File: src/salf_pkg.sv
// shared types and codes for the safety arming lifecycle block
`timescale 1ns / 1ps
`default_nettype none

package salf_pkg;

    // tick counter width
    localparam int TICK_W = 32;
    localparam int GEN_W  = 32;
    localparam int CNT_W  = 32;

    typedef logic [TICK_W-1:0] tick_t;
    typedef logic [GEN_W-1:0]  gen_t;
    typedef logic [CNT_W-1:0]  cnt_t;

    // request codes; the spare code behaves as a read
    localparam logic [1:0] REQ_UPDATE = 2'd0;
    localparam logic [1:0] REQ_FAULT  = 2'd1;
    localparam logic [1:0] REQ_READ   = 2'd2;

    typedef enum logic [1:0] {
        MODE_BOOT   = 2'd0,
        MODE_SAFE   = 2'd1,
        MODE_ACTIVE = 2'd2,
        MODE_FAULT  = 2'd3
    } mode_t;

    typedef enum logic [2:0] {
        CAUSE_NONE    = 3'd0,
        CAUSE_BOOT    = 3'd1,
        CAUSE_FATAL   = 3'd2,
        CAUSE_OFFLINE = 3'd3,
        CAUSE_SAFE_SW = 3'd4,
        CAUSE_STARTUP = 3'd5,
        CAUSE_STALE   = 3'd6
    } cause_t;

    // request transaction payload
    typedef struct packed {
        logic [1:0] req_type;
        tick_t      now_ms;
        logic       frame_valid;
        logic       link_online;
        logic       switch_at_safe;
        gen_t       semantics_gen;
        gen_t       authority_gen;
    } req_t;

    // snapshot transaction payload
    typedef struct packed {
        mode_t  cur_mode;
        mode_t  prior_mode;
        cause_t cause;
        logic   drive_enable;
        logic   fault_held;
        logic   online_flag_out;
        logic   safe_flag_out;
        logic   armed_qualified;
        tick_t  entered_at_ms;
        tick_t  updated_at_ms;
        cnt_t   transitions;
    } rsp_t;

endpackage

`default_nettype wire

File: src/salf_if.sv
// valid/ready channel interfaces for requests and snapshots
`timescale 1ns / 1ps
`default_nettype none

interface salf_req_if;
    import salf_pkg::*;

    logic valid;
    logic ready;
    req_t payload;

    modport source (output valid, output payload, input ready);
    modport sink   (input valid, input payload, output ready);
endinterface

interface salf_rsp_if;
    import salf_pkg::*;

    logic valid;
    logic ready;
    rsp_t payload;

    modport source (output valid, output payload, input ready);
    modport sink   (input valid, input payload, output ready);
endinterface

`default_nettype wire

File: src/salf_core.sv
// arming state machine, tracking marks and snapshot logic
`timescale 1ns / 1ps
`default_nettype none

module salf_core (
    input  wire logic            clk,
    input  wire logic            rst_n,
    input  wire logic            step,
    input  wire salf_pkg::req_t  item,
    input  wire logic [31:0]     timeout,
    output salf_pkg::rsp_t       snap
);
    import salf_pkg::*;

    mode_t  mode_reg,       mode_next;
    mode_t  prior_mode_reg, prior_mode_next;
    cause_t cause_reg,      cause_next;
    tick_t  enter_time_reg, enter_time_next;
    tick_t  update_time_reg, update_time_next;
    cnt_t   trans_reg,      trans_next;
    logic   online_reg,     online_next;
    logic   safe_reg,       safe_next;
    logic   enable_reg,     enable_next;
    logic   fault_reg,      fault_next;
    logic   qual_reg,       qual_next;
    gen_t   sem_gen_reg,    sem_gen_next;
    gen_t   auth_gen_reg,   auth_gen_next;

    logic   online;
    logic   safe;
    logic   sem_chg;
    logic   auth_chg;
    logic   qual_upd;
    mode_t  upd_mode;
    cause_t upd_cause;
    tick_t  age;
    logic   stale;

    // frame decode and qualification tracking
    always_comb
    begin
        online   = item.frame_valid & item.link_online;
        safe     = online & item.switch_at_safe;
        sem_chg  = item.frame_valid && (item.semantics_gen != '0)
                   && (item.semantics_gen != sem_gen_reg);
        auth_chg = item.frame_valid && (item.authority_gen != '0)
                   && (item.authority_gen != auth_gen_reg);
        if (safe)
            qual_upd = 1'b1;
        else if (sem_chg || auth_chg)
            qual_upd = 1'b0;
        else
            qual_upd = qual_reg;
    end

    // target state of an update
    always_comb
    begin
        priority if (fault_reg)
        begin
            upd_mode  = MODE_FAULT;
            upd_cause = CAUSE_FATAL;
        end
        else if (!online)
        begin
            upd_mode  = MODE_SAFE;
            upd_cause = CAUSE_OFFLINE;
        end
        else if (safe)
        begin
            upd_mode  = MODE_SAFE;
            upd_cause = CAUSE_SAFE_SW;
        end
        else if (!qual_upd)
        begin
            upd_mode  = MODE_SAFE;
            upd_cause = CAUSE_STARTUP;
        end
        else
        begin
            upd_mode  = MODE_ACTIVE;
            upd_cause = CAUSE_NONE;
        end
    end

    // next state
    always_comb
    begin
        mode_next = mode_reg;
        if (step)
        begin
            unique case (item.req_type)
                REQ_UPDATE: mode_next = upd_mode;
                REQ_FAULT:  mode_next = MODE_FAULT;
                default:    mode_next = mode_reg;
            endcase
        end
    end

    // bookkeeping registers that follow the state change
    always_comb
    begin
        prior_mode_next  = prior_mode_reg;
        cause_next       = cause_reg;
        enter_time_next  = enter_time_reg;
        update_time_next = update_time_reg;
        trans_next       = trans_reg;
        online_next      = online_reg;
        safe_next        = safe_reg;
        enable_next      = enable_reg;
        fault_next       = fault_reg;
        qual_next        = qual_reg;
        sem_gen_next     = sem_gen_reg;
        auth_gen_next    = auth_gen_reg;
        if (step)
        begin
            unique case (item.req_type)
                REQ_UPDATE:
                begin
                    if (upd_mode != mode_reg)
                    begin
                        prior_mode_next = mode_reg;
                        enter_time_next = item.now_ms;
                        trans_next      = trans_reg + 1'b1;
                    end
                    cause_next       = upd_cause;
                    online_next      = online;
                    safe_next        = safe;
                    enable_next      = (upd_mode == MODE_ACTIVE);
                    update_time_next = item.now_ms;
                    qual_next        = qual_upd;
                    if (sem_chg)
                        sem_gen_next = item.semantics_gen;
                    if (auth_chg)
                        auth_gen_next = item.authority_gen;
                end
                REQ_FAULT:
                begin
                    if (mode_reg != MODE_FAULT)
                    begin
                        prior_mode_next = mode_reg;
                        trans_next      = trans_reg + 1'b1;
                    end
                    cause_next       = CAUSE_FATAL;
                    enter_time_next  = item.now_ms;
                    update_time_next = item.now_ms;
                    enable_next      = 1'b0;
                    fault_next       = 1'b1;
                end
                default:
                begin
                    cause_next = cause_reg;
                end
            endcase
        end
    end

    // snapshot with stale lock-out applied on top of the committed state
    always_comb
    begin
        age   = item.now_ms - update_time_next;
        stale = enable_next && (age > timeout);
        snap.prior_mode      = prior_mode_next;
        snap.fault_held      = fault_next;
        snap.armed_qualified = qual_next;
        snap.entered_at_ms   = enter_time_next;
        snap.updated_at_ms   = update_time_next;
        snap.transitions     = trans_next;
        if (stale)
        begin
            snap.cur_mode        = MODE_SAFE;
            snap.cause           = CAUSE_STALE;
            snap.drive_enable    = 1'b0;
            snap.online_flag_out = 1'b0;
            snap.safe_flag_out   = 1'b0;
        end
        else
        begin
            snap.cur_mode        = mode_next;
            snap.cause           = cause_next;
            snap.drive_enable    = enable_next;
            snap.online_flag_out = online_next;
            snap.safe_flag_out   = safe_next;
        end
    end

    // state registers
    always_ff @(posedge clk or negedge rst_n)
    begin
        if (!rst_n)
        begin
            mode_reg        <= MODE_BOOT;
            prior_mode_reg  <= MODE_BOOT;
            cause_reg       <= CAUSE_BOOT;
            enter_time_reg  <= '0;
            update_time_reg <= '0;
            trans_reg       <= '0;
            online_reg      <= 1'b0;
            safe_reg        <= 1'b0;
            enable_reg      <= 1'b0;
            fault_reg       <= 1'b0;
            qual_reg        <= 1'b0;
            sem_gen_reg     <= '0;
            auth_gen_reg    <= '0;
        end
        else
        begin
            mode_reg        <= mode_next;
            prior_mode_reg  <= prior_mode_next;
            cause_reg       <= cause_next;
            enter_time_reg  <= enter_time_next;
            update_time_reg <= update_time_next;
            trans_reg       <= trans_next;
            online_reg      <= online_next;
            safe_reg        <= safe_next;
            enable_reg      <= enable_next;
            fault_reg       <= fault_next;
            qual_reg        <= qual_next;
            sem_gen_reg     <= sem_gen_next;
            auth_gen_reg    <= auth_gen_next;
        end
    end

endmodule

`default_nettype wire

File: src/safety_arming_lifecycle_fsm.sv
// Safety arming interlock, top level.
//
// Requests arrive on the req channel (valid/ready); each accepted transaction
// is an update with an operator frame, a fatal fault, or a snapshot read.
// Every request returns exactly one snapshot transaction on the rsp channel.
// The stale timeout (cfg_we/cfg_wdata, reset to 100 ms) is to be written by the
// user only while the block is idle; the block itself does not enforce this.
//
// A request is captured in the input register; the state update, stale check and
// snapshot are then done in one pass and land in the output register. Throughput
// is one transaction per cycle while the receiver does not stall, set by that
// single pass through the state logic.
//
// Reset puts the block in boot mode with all marks, stamps and counters
// cleared. When the receiver stalls, the snapshot holds in the output
// register and the captured request waits in the input register. Once both
// registers are occupied, req.ready drops in the same cycle as rsp.ready,
// so at most two transactions are held inside the block.
`timescale 1ns / 1ps
`default_nettype none

module safety_arming_lifecycle_fsm (
    input  wire logic    clk,
    input  wire logic    rst_n,
    input  wire logic    cfg_we,
    input  wire logic [31:0] cfg_wdata,
    salf_req_if.sink     req,
    salf_rsp_if.source   rsp
);
    import salf_pkg::*;

    logic [31:0] timeout_reg;
    logic        in_valid_reg, in_valid_next;
    req_t        in_item_reg;
    logic        out_valid_reg, out_valid_next;
    rsp_t        out_item_reg;
    logic        advance;
    rsp_t        snap;

    // handshake control
    always_comb
    begin
        advance        = in_valid_reg && (!out_valid_reg || rsp.ready);
        req.ready      = !in_valid_reg || advance;
        in_valid_next  = req.valid ? 1'b1 : (advance ? 1'b0 : in_valid_reg);
        out_valid_next = advance ? 1'b1 : (rsp.ready ? 1'b0 : out_valid_reg);
    end

    assign rsp.valid   = out_valid_reg;
    assign rsp.payload = out_item_reg;

    // state machine and snapshot
    salf_core u_core (
        .clk     (clk),
        .rst_n   (rst_n),
        .step    (advance),
        .item    (in_item_reg),
        .timeout (timeout_reg),
        .snap    (snap)
    );

    // control and configuration registers
    always_ff @(posedge clk or negedge rst_n)
    begin
        if (!rst_n)
        begin
            timeout_reg   <= 32'd100;
            in_valid_reg  <= 1'b0;
            out_valid_reg <= 1'b0;
        end
        else
        begin
            if (cfg_we)
                timeout_reg <= cfg_wdata;
            if (req.ready)
                in_valid_reg <= in_valid_next;
            out_valid_reg <= out_valid_next;
        end
    end

    // payload registers
    always_ff @(posedge clk)
    begin
        if (req.valid && req.ready)
            in_item_reg <= req.payload;
        if (advance)
            out_item_reg <= snap;
    end

endmodule

`default_nettype wire

File: src/flat_wrapper.sv
// flat-port wrapper written by rule: the top's interface ports become plain ports
module safety_arming_lifecycle_fsm_flat import salf_pkg::*;
  (clk, rst_n, cfg_we, cfg_wdata, req_valid, req_payload, req_ready, rsp_valid, rsp_payload, rsp_ready);
  salf_req_if req_i ();
  salf_rsp_if rsp_i ();
  input  wire logic clk;
  input  wire logic rst_n;
  input  wire logic cfg_we;
  input  wire logic [31:0] cfg_wdata;
  input wire logic [$bits(req_i.valid)-1:0] req_valid;
  input wire logic [$bits(req_i.payload)-1:0] req_payload;
  output wire logic [$bits(req_i.ready)-1:0] req_ready;
  output wire logic [$bits(rsp_i.valid)-1:0] rsp_valid;
  output wire logic [$bits(rsp_i.payload)-1:0] rsp_payload;
  input wire logic [$bits(rsp_i.ready)-1:0] rsp_ready;
  assign req_i.valid = req_valid;
  assign req_i.payload = req_payload;
  assign req_ready = req_i.ready;
  assign rsp_valid = rsp_i.valid;
  assign rsp_payload = rsp_i.payload;
  assign rsp_i.ready = rsp_ready;
  safety_arming_lifecycle_fsm u_core (.clk(clk), .rst_n(rst_n), .cfg_we(cfg_we), .cfg_wdata(cfg_wdata), .req(req_i), .rsp(rsp_i));
endmodule
File: config.mk
export PLATFORM = sky130hd
export DESIGN_NAME = safety_arming_lifecycle_fsm_flat
export DESIGN_NICKNAME = d
export VERILOG_FILES = /design/src/salf_pkg.sv /design/src/salf_if.sv /design/src/salf_core.sv /design/src/safety_arming_lifecycle_fsm.sv /design/src/flat_wrapper.sv
export SDC_FILE = /design/constraint.sdc
export NUM_CORES = 1
export LEC_CHECK = 0
export ABC_AREA = 1
export BUFFER_PORTS_ARGS = -buffer_cell sky130_fd_sc_hd__clkbuf_2
export CELL_PAD_IN_SITES_DETAIL_PLACEMENT = 0
export CELL_PAD_IN_SITES_GLOBAL_PLACEMENT = 1
export CORE_MARGIN = 10
export CORE_UTILIZATION = 40
export DETAILED_ROUTE_END_ITERATION = 10
export HOLD_SLACK_MARGIN = 0.06
export PLACE_DENSITY = 0.82
export SKIP_LAST_GASP = 1
export SLEW_MARGIN = 10
export SYNTH_ARGS = -nofsm -noshare
export SYNTH_HDL_FRONTEND = slang
export SYNTH_SLANG_ARGS = --single-unit
File: constraint.sdc
create_clock -name clk -period 6.3 [get_ports clk]
set_clock_uncertainty 0.1 [all_clocks]
set_input_delay 0.315 -clock clk [delete_from_list [all_inputs] [get_ports clk]]
set_output_delay 0.315 -clock clk [all_outputs]
set_load 0.1 [all_outputs]
==> run summary <==
status: finished clean
setup TNS: 0 ns
routability-driven placement congestion ratio: 0.880
Post-Syn Area: 0.0205 mm^2
clock root buffer: clkbuf_16
HP Class: in2async
max FFs per register: 108
Peak VDD IR: 269 uV
DR WL/cell: 17.5 um
Post-Syn Nets: 2448
grt ovf: 0
first-pass GRT wire length: 92600 um
# DRC: 0
Std-Cell Rows: 82
measured slew at the worst slew-check pin: 1.16 ns
final non-filler cell area: 0.0253 mm^2
Syn Area/Cell: 9.11 um^2
Hold Slack: 0.316 ns
drt initial violations: 1083
Critical Path AT: 5.55 ns
H-tree depth: 2
ys flop type: edfxtp_1
CP Data Required Time: 6.53 ns
crit share post-route: 84.5%
CP Max Fanout: 67
Yosys reg bits: 415
CTS Buf Count: 47
final antenna diode count: 0
Filler cells: 4575
top cells by area, synth: edfxtp_1 (31%), dfrtp_1 (25%), nand2_1 (12%)
vias after detailed routing: 16500
met2 track demand over resource: 32.1%
Synth Warn #: 0
Final ANT Viol Nets: 0
Bufs on Longest Clock Path: 3
post-place instance area: 0.0224 mm^2
Tmin final: 5.32 ns
RSZ-0062 raised after global routing: false
vias in the first global route: 16800
Seq/Total Area, Yosys: 55.8%
Synth-to-Final Area Change: 23.6%
post_cts resized: 0
share of the synthesized area in the top cell type: 30.6%
Netlist cell types: 51
# IOs: 248
chip width: 246 um
Post-Syn Instances: 2251
Hold Buf Count CTS: 136
Post-synth EDFFs: 209
Crit Path Class: in2reg
largest net degree at the start of global routing: 111
async set-or-reset flop fraction in the synthesized netlist: 49.6%
global routing's busiest layer: met2
share of layout cells above drive strength 1: 15.7%
core area: 0.0504 mm^2
Total Wirelength: 58200 um
MaxCap Viol Count: 0
area leader, netlist: edfxtp_1
Die H: 246 um
port buffer count: 247
Post-CTS Setup Bufs: 0
Worst Setup End Kind: flip-flop
starting density of the core: 40.7%
die area: 0.0607 mm^2
clock sink total: 415
routed vias/inst: 4.96
Slew HR: 22.8%
worst-skew pair later-pin latency: 0.58 ns
met1 Use GR: 25.1%
dpl hpwl: 40600 um
Global Route met3 Usage: 3.28%
CTS tree: built
Hold Violations, Final: 0
Final Setup Violations: 0
Initial DRT Pass Iterations: 5
cell area power density: 407 mW/mm^2
Clock transition at path regs: 0.06 ns
Startpoint Class: input pin
GRT Total Usage: 19.2%
Achievable Freq: 0.188 GHz
initial antenna violation count: 1
Slew Viols, Final: 0
P_leak: 11.7 nW
nets@finish: 2822
==> where the power goes <==
part           total (mW)  switching [mW]  leakage, nW  internal [mW]
combinational        3.66            2.64         6.47           1.03
clock                2.72            1.13        0.751           1.59
sequential           3.92           0.368         4.49           3.55
==> layout make-up <==
| type | count | area, um^2 | area share (%) |
|---|---|---|---|
| inverters | 270 | 1020 | 4.01 |
| repair buffers | 399 | 2750 | 10.9 |
| clock buffers | 56 | 1250 | 4.94 |
| flip-flops and latches | 415 | 11400 | 45.1 |
| multi-input cells | 1492 | 7750 | 30.6 |
| clock inverters | 32 | 294 | 1.16 |
| well taps | 672 | 841 | 3.32 |
==> Yosys cell counts, types with 4 or more instances <==
master,count
nand2_2,9
o21ai_0,160
xnor2_1,26
nand3_2,5
nand2_1,643
buf_2,17
o21ai_1,15
mux2_2,29
clkbuf_1,50
inv_1,263
nand4_1,17
o21ai_2,4
dfstp_2,4
nor4_1,4
nor2_1,130
buf_6,4
xor2_1,57
inv_2,7
nand3_1,105
edfxtp_1,209
a21oi_1,145
nor3_1,18
a21boi_0,20
dfrtp_1,202
o211ai_1,5
ha_1,59
==> through the flow <==
step	setup WS (ns)	util (%)	std cells	power (mW)
after floorplan	1.28	-	2251	6.65
after global placement	0.923	44.5	3112	7.48
after detailed placement	0.817	44.5	3112	7.56
after CTS	0.840	50.3	3336	10.4
after global routing	0.447	50.3	3336	11.0
final	0.977	50.3	3336	10.3
==> metal layers <==
layer  part of all wire [%]  wire length [um]
met5                      0                 0
met4                    2.3              1350
met3                    5.7              3300
met2                     48             27900
met1                     44             25700
==> logic make-up after synthesis <==
| family | after synthesis | synth area share [%] |
|---|---|---|
| AOI/OAI and AO/OA | 377 | 10.0 |
| adders and majority gates | 59 | 3.60 |
| and+or+nand+nor | 944 | 18.9 |
| buffers and inverters | 344 | 6.55 |
| xor gates and xnor gates | 83 | 3.55 |
| muxes | 29 | 1.59 |
| DFF | 415 | 55.8 |
==> cell usage in the layout, fill, tap and decap left out, types with 29 or more instances in the layout <==
cell type / synthesis / routed
a21oi_1: 145 / 145
clkbuf_16: 0 / 48
clkbuf_2: 0 / 246
dfrtp_1: 202 / 202
dlygate4sd3_1: 0 / 136
edfxtp_1: 209 / 209
ha_1: 59 / 59
inv_1: 263 / 262
mux2_2: 29 / 29
nand2_1: 643 / 643
nand3_1: 105 / 105
nor2_1: 130 / 126
o21ai_0: 160 / 160
xor2_1: 57 / 57
==> final timing paths <==
| check | start | to | slack, ns | cells after the start |
|---|---|---|---|---|
| setup reg to reg | u_core.rsp.valid | u_core.rsp.payload[97] | 0.98 | 25 |
| min in group clk | req_payload[5] | u_core.in_item_reg[5] | 0.34 | 2 |
| hold reg to reg | u_core.u_core.cause_reg[0] | u_core.u_core.cause_reg[0] | 0.39 | 2 |
| hold / removal | rst_n | u_core.u_core.sem_gen_reg[17] | 0.32 | 2 |
| setup / recovery | rsp_ready | u_core.rsp.payload[97] | 0.98 | 28 |
| max in group asynchronous | rst_n | u_core.timeout_reg[17] | 4.25 | 3 |
==> worst max-delay path, stage by stage <==
cell	delay, ns
dlygate4sd3_1	0.53
clkbuf_2	0.12
inv_1	0.08
a21oi_4	0.18
nand2_4	0.20
buf_12	0.28
o21ai_0	0.38
inv_1	0.13
ha_1	0.41
inv_1	0.08
nor2_1	0.13
inv_2	0.06
nor2_2	0.12
nand2_1	0.08
o21ai_2	0.30
nand4_1	0.12
nand2_1	0.09
xor2_1	0.34
ha_1	0.22
nand4_1	0.14
nor3_1	0.21
nand2_1	0.12
inv_1	0.07
a21oi_1	0.06
nor2_1	0.34
nand2_1	0.21
inv_1	0.14
nor2_1	0.06
Note: power is estimated with default switching activity, not from simulation.
